<file path="config.mk">
export PLATFORM = sky130hd
export DESIGN_NAME = keyed_counting_semaphore_table
export DESIGN_NICKNAME = d
export VERILOG_FILES = /design/src/ksem_pkg.sv /design/src/keyed_counting_semaphore_table.sv /design/src/ksem_ctrl.sv /design/src/ksem_dpath.sv
export SDC_FILE = /design/constraint.sdc
export NUM_CORES = 2
export LEC_CHECK = 0
export BUFFER_PORTS_ARGS = -buffer_cell sky130_fd_sc_hd__buf_4
export CAP_MARGIN = 20
export CELL_PAD_IN_SITES_DETAIL_PLACEMENT = 0
export CELL_PAD_IN_SITES_GLOBAL_PLACEMENT = 1
export CORE_MARGIN = 5
export CORE_UTILIZATION = 40
export DETAILED_ROUTE_END_ITERATION = 10
export HOLD_SLACK_MARGIN = 0.06
export PLACE_DENSITY_LB_ADDON = 0.1
export SLEW_MARGIN = 0
export SYNTH_ARGS = -nofsm -noshare
export SYNTH_HDL_FRONTEND = slang
export SYNTH_SLANG_ARGS = --single-unit
export TNS_END_PERCENT = 1
</file>
<file path="constraint.sdc">
create_clock -name clk -period 5.63 [get_ports clk]
set_input_delay 0.2815 -clock clk [delete_from_list [all_inputs] [get_ports clk]]
set_output_delay 0.2815 -clock clk [all_outputs]
set_load 0.1 [all_outputs]
</file>
<file path="src/ksem_pkg.sv">
// Shared sizes, codes and controller/datapath interface types of the semaphore table.
`default_nettype none
package ksem_pkg;

  localparam int NUM_SLOTS  = 16;
  localparam int NUM_PROCS  = 8;
  localparam int VALUE_BITS = 16;

  localparam int SLOT_W  = (NUM_SLOTS > 1) ? $clog2(NUM_SLOTS) : 1;
  localparam int PROC_IW = (NUM_PROCS > 1) ? $clog2(NUM_PROCS) : 1;
  localparam int DT_DEPTH = NUM_PROCS * NUM_SLOTS;
  localparam int DT_AW   = (DT_DEPTH > 1) ? $clog2(DT_DEPTH) : 1;
  localparam int REF_W   = 8;

  localparam logic [REF_W-1:0] REF_MAX = '1;
  localparam logic [VALUE_BITS-1:0] VALUE_MAX = '1;

  typedef enum logic [1:0] {
    K_GET   = 2'd0,
    K_CLOSE = 2'd1,
    K_UP    = 2'd2,
    K_DOWN  = 2'd3
  } kind_t;

  localparam logic [1:0] ST_OK    = 2'd0;
  localparam logic [1:0] ST_ERR   = 2'd1;
  localparam logic [1:0] ST_BLOCK = 2'd2;

  typedef struct packed {
    logic latch;
    logic scan_step;
    logic sel_slot;
    logic dt_read;
    logic load_ptr;
    logic commit_get;
    logic exec_op;
    logic emit_err;
  } ksem_cmd_t;

  typedef struct packed {
    logic proc_ok;
    logic desc_ok;
    logic is_get;
    logic scan_last;
    logic out_busy;
  } ksem_stat_t;

endpackage
`default_nettype wire

</file>
<file path="src/keyed_counting_semaphore_table.sv">
// A get scans the slot keys, reference counts and descriptor bits one slot per cycle,
// then selects the slot and commits it to the result word.
// Close, up and down read the descriptor memory, then do one slot update.
// One operation is in flight at a time, and the next word is accepted even while a
// result waits.
// Reset is synchronous: all slots, counts and descriptor bindings clear.
`default_nettype none
module keyed_counting_semaphore_table (
  input  wire logic               clk,
  input  wire logic               rst,
  input  wire logic               in_valid,
  output logic                    in_ready,
  input  wire logic [1:0]         kind,
  input  wire logic [2:0]         proc_id,
  input  wire logic signed [31:0] key,
  input  wire logic [15:0]        start_value,
  input  wire logic [3:0]         descriptor,
  output logic                    out_valid,
  input  wire logic               out_ready,
  output logic [1:0]              status,
  output logic [3:0]              descriptor_out,
  output logic                    wake,
  output logic [3:0]              slot_out
);

  ksem_pkg::ksem_cmd_t  cmd;
  ksem_pkg::ksem_stat_t stat;

  ksem_ctrl u_ctrl (
    .clk      (clk),
    .rst      (rst),
    .in_valid (in_valid),
    .in_ready (in_ready),
    .stat     (stat),
    .cmd      (cmd)
  );

  ksem_dpath u_dpath (
    .clk            (clk),
    .rst            (rst),
    .cmd            (cmd),
    .stat           (stat),
    .kind           (kind),
    .proc_id        (proc_id),
    .key            (key),
    .start_value    (start_value),
    .descriptor     (descriptor),
    .out_valid      (out_valid),
    .out_ready      (out_ready),
    .status         (status),
    .descriptor_out (descriptor_out),
    .wake           (wake),
    .slot_out       (slot_out)
  );

endmodule
`default_nettype wire

</file>
<file path="src/ksem_ctrl.sv">
// Controller state machine that sequences each semaphore table operation.
`default_nettype none
module ksem_ctrl (
  input  wire logic                clk,
  input  wire logic                rst,
  input  wire logic                in_valid,
  output logic                     in_ready,
  input  wire ksem_pkg::ksem_stat_t stat,
  output ksem_pkg::ksem_cmd_t      cmd
);

  typedef enum logic [7:0] {
    S_IDLE    = 8'b0000_0001,
    S_CHECK   = 8'b0000_0010,
    S_ERR     = 8'b0000_0100,
    S_SCAN    = 8'b0000_1000,
    S_GSEL    = 8'b0001_0000,
    S_GCOMMIT = 8'b0010_0000,
    S_DLOAD   = 8'b0100_0000,
    S_OP      = 8'b1000_0000
  } state_t;

  state_t state;
  state_t state_next;

  always_ff @(posedge clk) begin
    if (rst) begin
      state <= S_IDLE;
    end else begin
      state <= state_next;
    end
  end

  always_comb begin
    state_next = state;
    cmd        = '0;
    in_ready   = 1'b0;
    case (state)
      S_IDLE: begin
        in_ready = 1'b1;
        if (in_valid) begin
          cmd.latch  = 1'b1;
          state_next = S_CHECK;
        end
      end
      S_CHECK: begin
        if (!stat.proc_ok) begin
          state_next = S_ERR;
        end else if (stat.is_get) begin
          state_next = S_SCAN;
        end else if (!stat.desc_ok) begin
          state_next = S_ERR;
        end else begin
          cmd.dt_read = 1'b1;
          state_next  = S_DLOAD;
        end
      end
      S_ERR: begin
        if (!stat.out_busy) begin
          cmd.emit_err = 1'b1;
          state_next   = S_IDLE;
        end
      end
      S_SCAN: begin
        cmd.scan_step = 1'b1;
        if (stat.scan_last) begin
          state_next = S_GSEL;
        end
      end
      S_GSEL: begin
        cmd.sel_slot = 1'b1;
        state_next   = S_GCOMMIT;
      end
      S_GCOMMIT: begin
        if (!stat.out_busy) begin
          cmd.commit_get = 1'b1;
          state_next     = S_IDLE;
        end
      end
      S_DLOAD: begin
        cmd.load_ptr = 1'b1;
        state_next   = S_OP;
      end
      S_OP: begin
        if (!stat.out_busy) begin
          cmd.exec_op = 1'b1;
          state_next  = S_IDLE;
        end
      end
      default: begin
        state_next = S_IDLE;
      end
    endcase
  end

endmodule
`default_nettype wire

</file>
<file path="src/ksem_dpath.sv">
// Datapath with the slot arrays, descriptor table memory and result word register.
`default_nettype none
module ksem_dpath (
  input  wire logic                 clk,
  input  wire logic                 rst,
  input  wire ksem_pkg::ksem_cmd_t  cmd,
  output ksem_pkg::ksem_stat_t      stat,
  input  wire logic [1:0]           kind,
  input  wire logic [2:0]           proc_id,
  input  wire logic signed [31:0]   key,
  input  wire logic [15:0]          start_value,
  input  wire logic [3:0]           descriptor,
  output logic                      out_valid,
  input  wire logic                 out_ready,
  output logic [1:0]                status,
  output logic [3:0]                descriptor_out,
  output logic                      wake,
  output logic [3:0]                slot_out
);

  logic signed [31:0]                  slot_key      [ksem_pkg::NUM_SLOTS];
  logic [ksem_pkg::VALUE_BITS-1:0]     slot_value    [ksem_pkg::NUM_SLOTS];
  logic [ksem_pkg::REF_W-1:0]          slot_refcount [ksem_pkg::NUM_SLOTS];
  logic [ksem_pkg::NUM_SLOTS-1:0]      dt_valid      [ksem_pkg::NUM_PROCS];
  logic [ksem_pkg::SLOT_W-1:0]         dt_mem        [ksem_pkg::DT_DEPTH];
  logic [ksem_pkg::SLOT_W-1:0]         dt_rdata;

  logic [1:0]                  op_kind;
  logic [2:0]                  op_proc;
  logic signed [31:0]          op_key;
  logic [15:0]                 op_init;
  logic [3:0]                  op_desc;
  logic [ksem_pkg::SLOT_W-1:0] ptr;
  logic [ksem_pkg::SLOT_W-1:0] cand;
  logic [ksem_pkg::SLOT_W-1:0] dsel;
  logic                        found;
  logic                        have;
  logic                        dfree;
  logic                        bound;

  logic [ksem_pkg::PROC_IW-1:0]   row_idx;
  logic [ksem_pkg::SLOT_W-1:0]    desc_idx;
  logic [ksem_pkg::NUM_SLOTS-1:0] cur_row;
  logic [ksem_pkg::DT_AW-1:0]     rd_addr;
  logic [ksem_pkg::DT_AW-1:0]     wr_addr;
  logic                           dt_we;
  logic                           get_ok;
  logic [ksem_pkg::VALUE_BITS-1:0] init_sat;

  assign row_idx  = ksem_pkg::PROC_IW'(op_proc);
  assign desc_idx = ksem_pkg::SLOT_W'(op_desc);
  assign cur_row  = dt_valid[row_idx];
  assign rd_addr  = ksem_pkg::DT_AW'(row_idx) * ksem_pkg::DT_AW'(ksem_pkg::NUM_SLOTS)
                    + ksem_pkg::DT_AW'(desc_idx);
  assign wr_addr  = ksem_pkg::DT_AW'(row_idx) * ksem_pkg::DT_AW'(ksem_pkg::NUM_SLOTS)
                    + ksem_pkg::DT_AW'(dsel);
  assign get_ok   = have && dfree && (slot_refcount[ptr] != ksem_pkg::REF_MAX);
  assign dt_we    = cmd.commit_get && get_ok;
  assign init_sat = (33'(op_init) > 33'(ksem_pkg::VALUE_MAX)) ? ksem_pkg::VALUE_MAX
                    : ksem_pkg::VALUE_BITS'(op_init);

  assign stat.proc_ok   = (32'(op_proc) < ksem_pkg::NUM_PROCS);
  assign stat.desc_ok   = (32'(op_desc) < ksem_pkg::NUM_SLOTS);
  assign stat.is_get    = (op_kind == ksem_pkg::K_GET);
  assign stat.scan_last = (ptr == ksem_pkg::SLOT_W'(ksem_pkg::NUM_SLOTS - 1));
  assign stat.out_busy  = out_valid && !out_ready;

  // The descriptor table stores the bound slot; the valid bits say whether it is bound.
  always_ff @(posedge clk) begin
    if (dt_we) begin
      dt_mem[wr_addr] <= ptr;
    end
    if (cmd.dt_read) begin
      dt_rdata <= dt_mem[rd_addr];
    end
  end

  always_ff @(posedge clk) begin
    if (cmd.latch) begin
      op_kind <= kind;
      op_proc <= proc_id;
      op_key  <= key;
      op_init <= start_value;
      op_desc <= descriptor;
    end
  end

  always_ff @(posedge clk) begin
    if (rst) begin
      ptr   <= '0;
      cand  <= '0;
      dsel  <= '0;
      found <= 1'b0;
      have  <= 1'b0;
      dfree <= 1'b0;
      bound <= 1'b0;
    end else if (cmd.latch) begin
      ptr   <= '0;
      found <= 1'b0;
      have  <= 1'b0;
      dfree <= 1'b0;
    end else if (cmd.scan_step) begin
      if (!found) begin
        if (slot_key[ptr] == op_key) begin
          found <= 1'b1;
          have  <= 1'b1;
          cand  <= ptr;
        end else if (slot_refcount[ptr] == '0) begin
          have <= 1'b1;
          cand <= ptr;
        end
      end
      if (!dfree && !cur_row[ptr]) begin
        dfree <= 1'b1;
        dsel  <= ptr;
      end
      ptr <= ptr + ksem_pkg::SLOT_W'(1);
    end else if (cmd.sel_slot) begin
      ptr <= cand;
    end else if (cmd.load_ptr) begin
      ptr   <= dt_rdata;
      bound <= cur_row[desc_idx];
    end
  end

  always_ff @(posedge clk) begin
    if (rst) begin
      for (int i = 0; i < ksem_pkg::NUM_SLOTS; i++) begin
        slot_key[i]      <= '0;
        slot_value[i]    <= '0;
        slot_refcount[i] <= '0;
      end
      for (int p = 0; p < ksem_pkg::NUM_PROCS; p++) begin
        dt_valid[p] <= '0;
      end
    end else if (dt_we) begin
      if (!found) begin
        slot_key[ptr]   <= op_key;
        slot_value[ptr] <= init_sat;
      end
      slot_refcount[ptr]      <= slot_refcount[ptr] + ksem_pkg::REF_W'(1);
      dt_valid[row_idx][dsel] <= 1'b1;
    end else if (cmd.exec_op && bound) begin
      case (ksem_pkg::kind_t'(op_kind))
        ksem_pkg::K_CLOSE: begin
          if (slot_refcount[ptr] != '0) begin
            slot_refcount[ptr] <= slot_refcount[ptr] - ksem_pkg::REF_W'(1);
          end
          dt_valid[row_idx][desc_idx] <= 1'b0;
        end
        ksem_pkg::K_UP: begin
          if (slot_value[ptr] != ksem_pkg::VALUE_MAX) begin
            slot_value[ptr] <= slot_value[ptr] + ksem_pkg::VALUE_BITS'(1);
          end
        end
        ksem_pkg::K_DOWN: begin
          if (slot_value[ptr] != '0) begin
            slot_value[ptr] <= slot_value[ptr] - ksem_pkg::VALUE_BITS'(1);
          end
        end
        default: begin
        end
      endcase
    end
  end

  always_ff @(posedge clk) begin
    if (rst) begin
      out_valid <= 1'b0;
    end else if (cmd.emit_err || cmd.commit_get || cmd.exec_op) begin
      out_valid <= 1'b1;
    end else if (out_ready) begin
      out_valid <= 1'b0;
    end
  end

  always_ff @(posedge clk) begin
    if (cmd.emit_err || (cmd.commit_get && !get_ok) || (cmd.exec_op && !bound)) begin
      status         <= ksem_pkg::ST_ERR;
      descriptor_out <= '0;
      wake           <= 1'b0;
      slot_out       <= '0;
    end else if (cmd.commit_get) begin
      status         <= ksem_pkg::ST_OK;
      descriptor_out <= 4'(dsel);
      wake           <= 1'b0;
      slot_out       <= 4'(ptr);
    end else if (cmd.exec_op) begin
      descriptor_out <= '0;
      slot_out       <= 4'(ptr);
      wake           <= (op_kind == ksem_pkg::K_UP);
      if ((op_kind == ksem_pkg::K_DOWN) && (slot_value[ptr] == '0)) begin
        status <= ksem_pkg::ST_BLOCK;
      end else begin
        status <= ksem_pkg::ST_OK;
      end
    end
  end

endmodule
`default_nettype wire

</file>
==> impl_metrics.env <==
export IMPL_status="completed"
export IMPL_ys_warn_count=0
export IMPL_numPortBuffers=73
export IMPL_cpPeakStageDelay_ns=0.83
export IMPL_num_rows=156
export IMPL_clock_root_buffer="clkbuf_16"
export IMPL_avgSynthCellArea_um2=15.8
export IMPL_critPathRequiredTime_ns=6.15
export IMPL_synth_seq_cells=1639
export IMPL_post_route_period_util=0.887
export IMPL_drtIter0Drc=3873
export IMPL_rsz0062_at_grt="false"
export IMPL_slew_violations=0
export IMPL_crit_family="simple AND/OR/NAND/NOR gates"
export IMPL_die_area_um2=189000
export IMPL_worst_ep_arrival_time_ns=5.51
export IMPL_synth_edff_count=1597
export IMPL_nNetsFinal=4783
export IMPL_die_x_um=435
export IMPL_vias=40614
export IMPL_drt_wl_total_um=211000
export IMPL_tightest_slew_ns=1.06
export IMPL_timing_rr_end="u_dpath.slot_value[3][9]$_SDFFCE_PN0P_"
export IMPL_rr_worst_depth=10
export IMPL_vias_per_cell=5.61
export IMPL_end_kind="register"
export IMPL_cts_setup_buffers=0
export IMPL_synthArstFlopShare=0
export IMPL_netlist_area_um2=72200
export IMPL_critical_path_slowest_cell="o221ai_2"
export IMPL_place_ws_ns=0.664
export IMPL_ant_nets=0
export IMPL_setup_tns_final_ns=0
export IMPL_clock_latency_ns=0.83
export IMPL_layout_setup_ws_ns=0.638
export IMPL_slew_headroom=0.291
export IMPL_first_pass_iters=6
export IMPL_path_depth=10
export IMPL_total_power_mw=27.0
export IMPL_grt_pass1_wl_um=305000
export IMPL_fill_cells=15637
export IMPL_place_hpwl_um=128000
export IMPL_path_cells="buf_12 > mux4_2 > mux2_2 > nor4b_1 > o2111ai_1 > nor4_4 > or2_1 > nand2_4 > o221ai_2 > nor2_1"
export IMPL_cp_endpoint="u_dpath.slot_value[3][9]$_SDFFCE_PN0P_"
export IMPL_hp_class="input port to register"
export IMPL_die_h_um=435
export IMPL_synth_area_leaders="edfxtp_1, mux4_2, and2_1, nor2_1, o21bai_1"
export IMPL_leakage_nw=27.4
export IMPL_cts_tree="done"
export IMPL_antenna_found_initial=9
export IMPL_ff_latch_area_um2=48800
export IMPL_multiInputGateArea_um2=21900
export IMPL_drc_errors=0
export IMPL_synth_top_cell_area_share=0.664
export IMPL_fin_skew_ns=0.0394
export IMPL_crit_type="register to register"
export IMPL_grt_usage=0.221
export IMPL_setup_viol=0
export IMPL_fin_crit_ns=4.99
export IMPL_crit_buf_inv=1
export IMPL_grt_max_degree=88
export IMPL_worstPathMaxFanout=30
export IMPL_drive_above_1_share=0.223
export IMPL_startpoint_type="register"
export IMPL_ys_seq_area_frac=0.676
export IMPL_first_global_vias=42025
export IMPL_core_um2=180000
export IMPL_grt_ovfl_total=0
export IMPL_gp_congestion=0.807
export IMPL_yosysMostFrequentCell="edfxtp_1"
export IMPL_synthFlopType="edfxtp_1"
export IMPL_fmax_mhz=200
export IMPL_area_delta_synth_final_pct=14.4
export IMPL_initial_core_util=0.401
export IMPL_hold_viol_final=0
export IMPL_p_per_area_nw_per_um2=327
export IMPL_boundaryPins=74
export IMPL_irDropWorstVdd_mv=0.257
export IMPL_yosys_area_top_type="edfxtp_1"
export IMPL_synth_nets=4623
export IMPL_post_synth_num_cell_types=85
export IMPL_post_drt_wl_per_cell_um=29.1
export IMPL_maxCapViolations=0
export IMPL_cts_sinks=1639
export IMPL_clk_pin_slew_worst_paths_ns=0.06
export IMPL_cts_htree_levels=4
export IMPL_clock_path_buffers=3
export IMPL_ys_top_cells_by_count="edfxtp_1, nor2_1, and2_1"
export IMPL_reg2reg_slack_ns=0.64
export IMPL_syn_inst=4554
export IMPL_cts_buffers=183
[cells by family after synthesis]
| logic type | share of synthesized area |
|---|---|
| flops | 0.676 |
| simple gates | 0.116 |
| xor+xnor | 0.00158 |
| mux | 0.144 |
| fa+ha+maj | 0.00139 |
| compound gates | 0.0382 |
| buf+inv | 0.0228 |
[state kept, by name, indices dropped and copies added, names as in the netlist, 2 cells and up, named ones only]
| name | flops |
|---|---|
| u_dpath.dt_mem | 512 |
| u_dpath.slot_key | 512 |
| u_dpath.slot_value | 256 |
| u_dpath.dt_valid | 128 |
| u_dpath.slot_refcount | 128 |
| u_dpath.op_key | 32 |
| u_dpath.init_sat | 16 |
| u_ctrl.state | 7 |
| u_dpath.cand | 4 |
| u_dpath.desc_idx | 4 |
| u_dpath.descriptor_out | 4 |
| u_dpath.dsel | 4 |
| u_dpath.dt_rdata | 4 |
| u_dpath.ptr | 4 |
| u_dpath.slot_out | 4 |
| u_dpath.op_proc | 3 |
| u_dpath.op_kind | 2 |
| u_dpath.status | 2 |
[area by class of cell]
type | count | area share
antenna | 1 | 0.0000303
clock buffer | 230 | 0.0584
clock inverter | 112 | 0.0128
inverter | 15 | 0.000712
multi-input combinational | 2549 | 0.266
sequential | 1639 | 0.591
tap | 2370 | 0.0359
timing repair buffer | 326 | 0.0353
[report_power, final]
group          switching (mW)  internal (mW)
Clock                    5.04           6.78
Sequential              0.194           13.6
Combinational           0.831          0.580
[metrics by stage]
| stage | hold WS (ns) | instances | cell area [um^2] | util |
|---|---|---|---|---|
| global route | 0.148 | 7242 | 82600 | 0.458 |
| floorplan | 0.380 | 4554 | 72200 | - |
| global placement | 0.434 | 6837 | 76100 | 0.422 |
| detailed placement | 0.442 | 6838 | 76100 | 0.422 |
| finish | 0.184 | 7242 | 82600 | 0.458 |
| CTS | 0.119 | 7240 | 82600 | 0.458 |
[routing by layer]
layer / GRT usage / vias up / share of wire
li1: - / 17784 / -
met1: 0.296 / 21275 / 0.42
met2: 0.376 / 1244 / 0.50
met3: 0.0359 / 309 / 0.055
met4: 0.0585 / 2 / 0.025
met5: 0 / - / 0.000043
[worst min-delay path by stage]
stage / start / to / slack (ns) / cells past startpoint
CTS: key[22] / u_dpath.op_key[22]$_DFFE_PP_ / 0.12 / 2
detailed placement: u_dpath.have$_SDFFE_PP0P_ / u_dpath.have$_SDFFE_PP0P_ / 0.44 / 2
global route: key[29] / u_dpath.op_key[29]$_DFFE_PP_ / 0.15 / 2
floorplan: descriptor[0] / u_dpath.desc_idx[0]$_DFFE_PP_ / 0.38 / 0
global placement: u_dpath.have$_SDFFE_PP0P_ / u_dpath.have$_SDFFE_PP0P_ / 0.43 / 2
finish: key[27] / u_dpath.op_key[27]$_DFFE_PP_ / 0.18 / 2
[repair_timing]
action | CTS | global route
endpoints found under the hold margin | 70 | 0
gates resized for setup | 0 | 0
hold buffers | 60 | 0
[layout by cell type, fill, tap and decap left out, drive strengths merged, types with 7 or more instances in the layout]
cell / instances
nand3: 51
clkinv: 83
nand2: 102
nor3: 116
nand2b: 47
buf: 266
mux4: 427
a221oi: 8
o21ai: 23
o22ai: 7
and2: 524
nor2b: 19
dfxtp: 42
o21bai: 131
nor4: 26
xor2: 7
nor2: 650
dlygate4sd3: 60
clkbuf: 230
mux2: 19
and3: 37
ha: 8
clkinvlp: 9
or2: 23
bufinv: 15
inv: 20
a22oi: 95
or3: 16
nand4: 11
mux2i: 52
edfxtp: 1597
a31oi: 7
a21oi: 74
[worst reg2reg max path, cell delays in order (launching register included)]
cell and delay, ns:
dfxtp_4 0.75, buf_12 0.30, mux4_2 0.52, mux2_2 0.32, nor4b_1 0.60, o2111ai_1 0.34
nor4_4 0.37, or2_1 0.33, nand2_4 0.23, o221ai_2 0.83, nor2_1 0.10
Note: power is estimated with default switching activity, not from simulation.
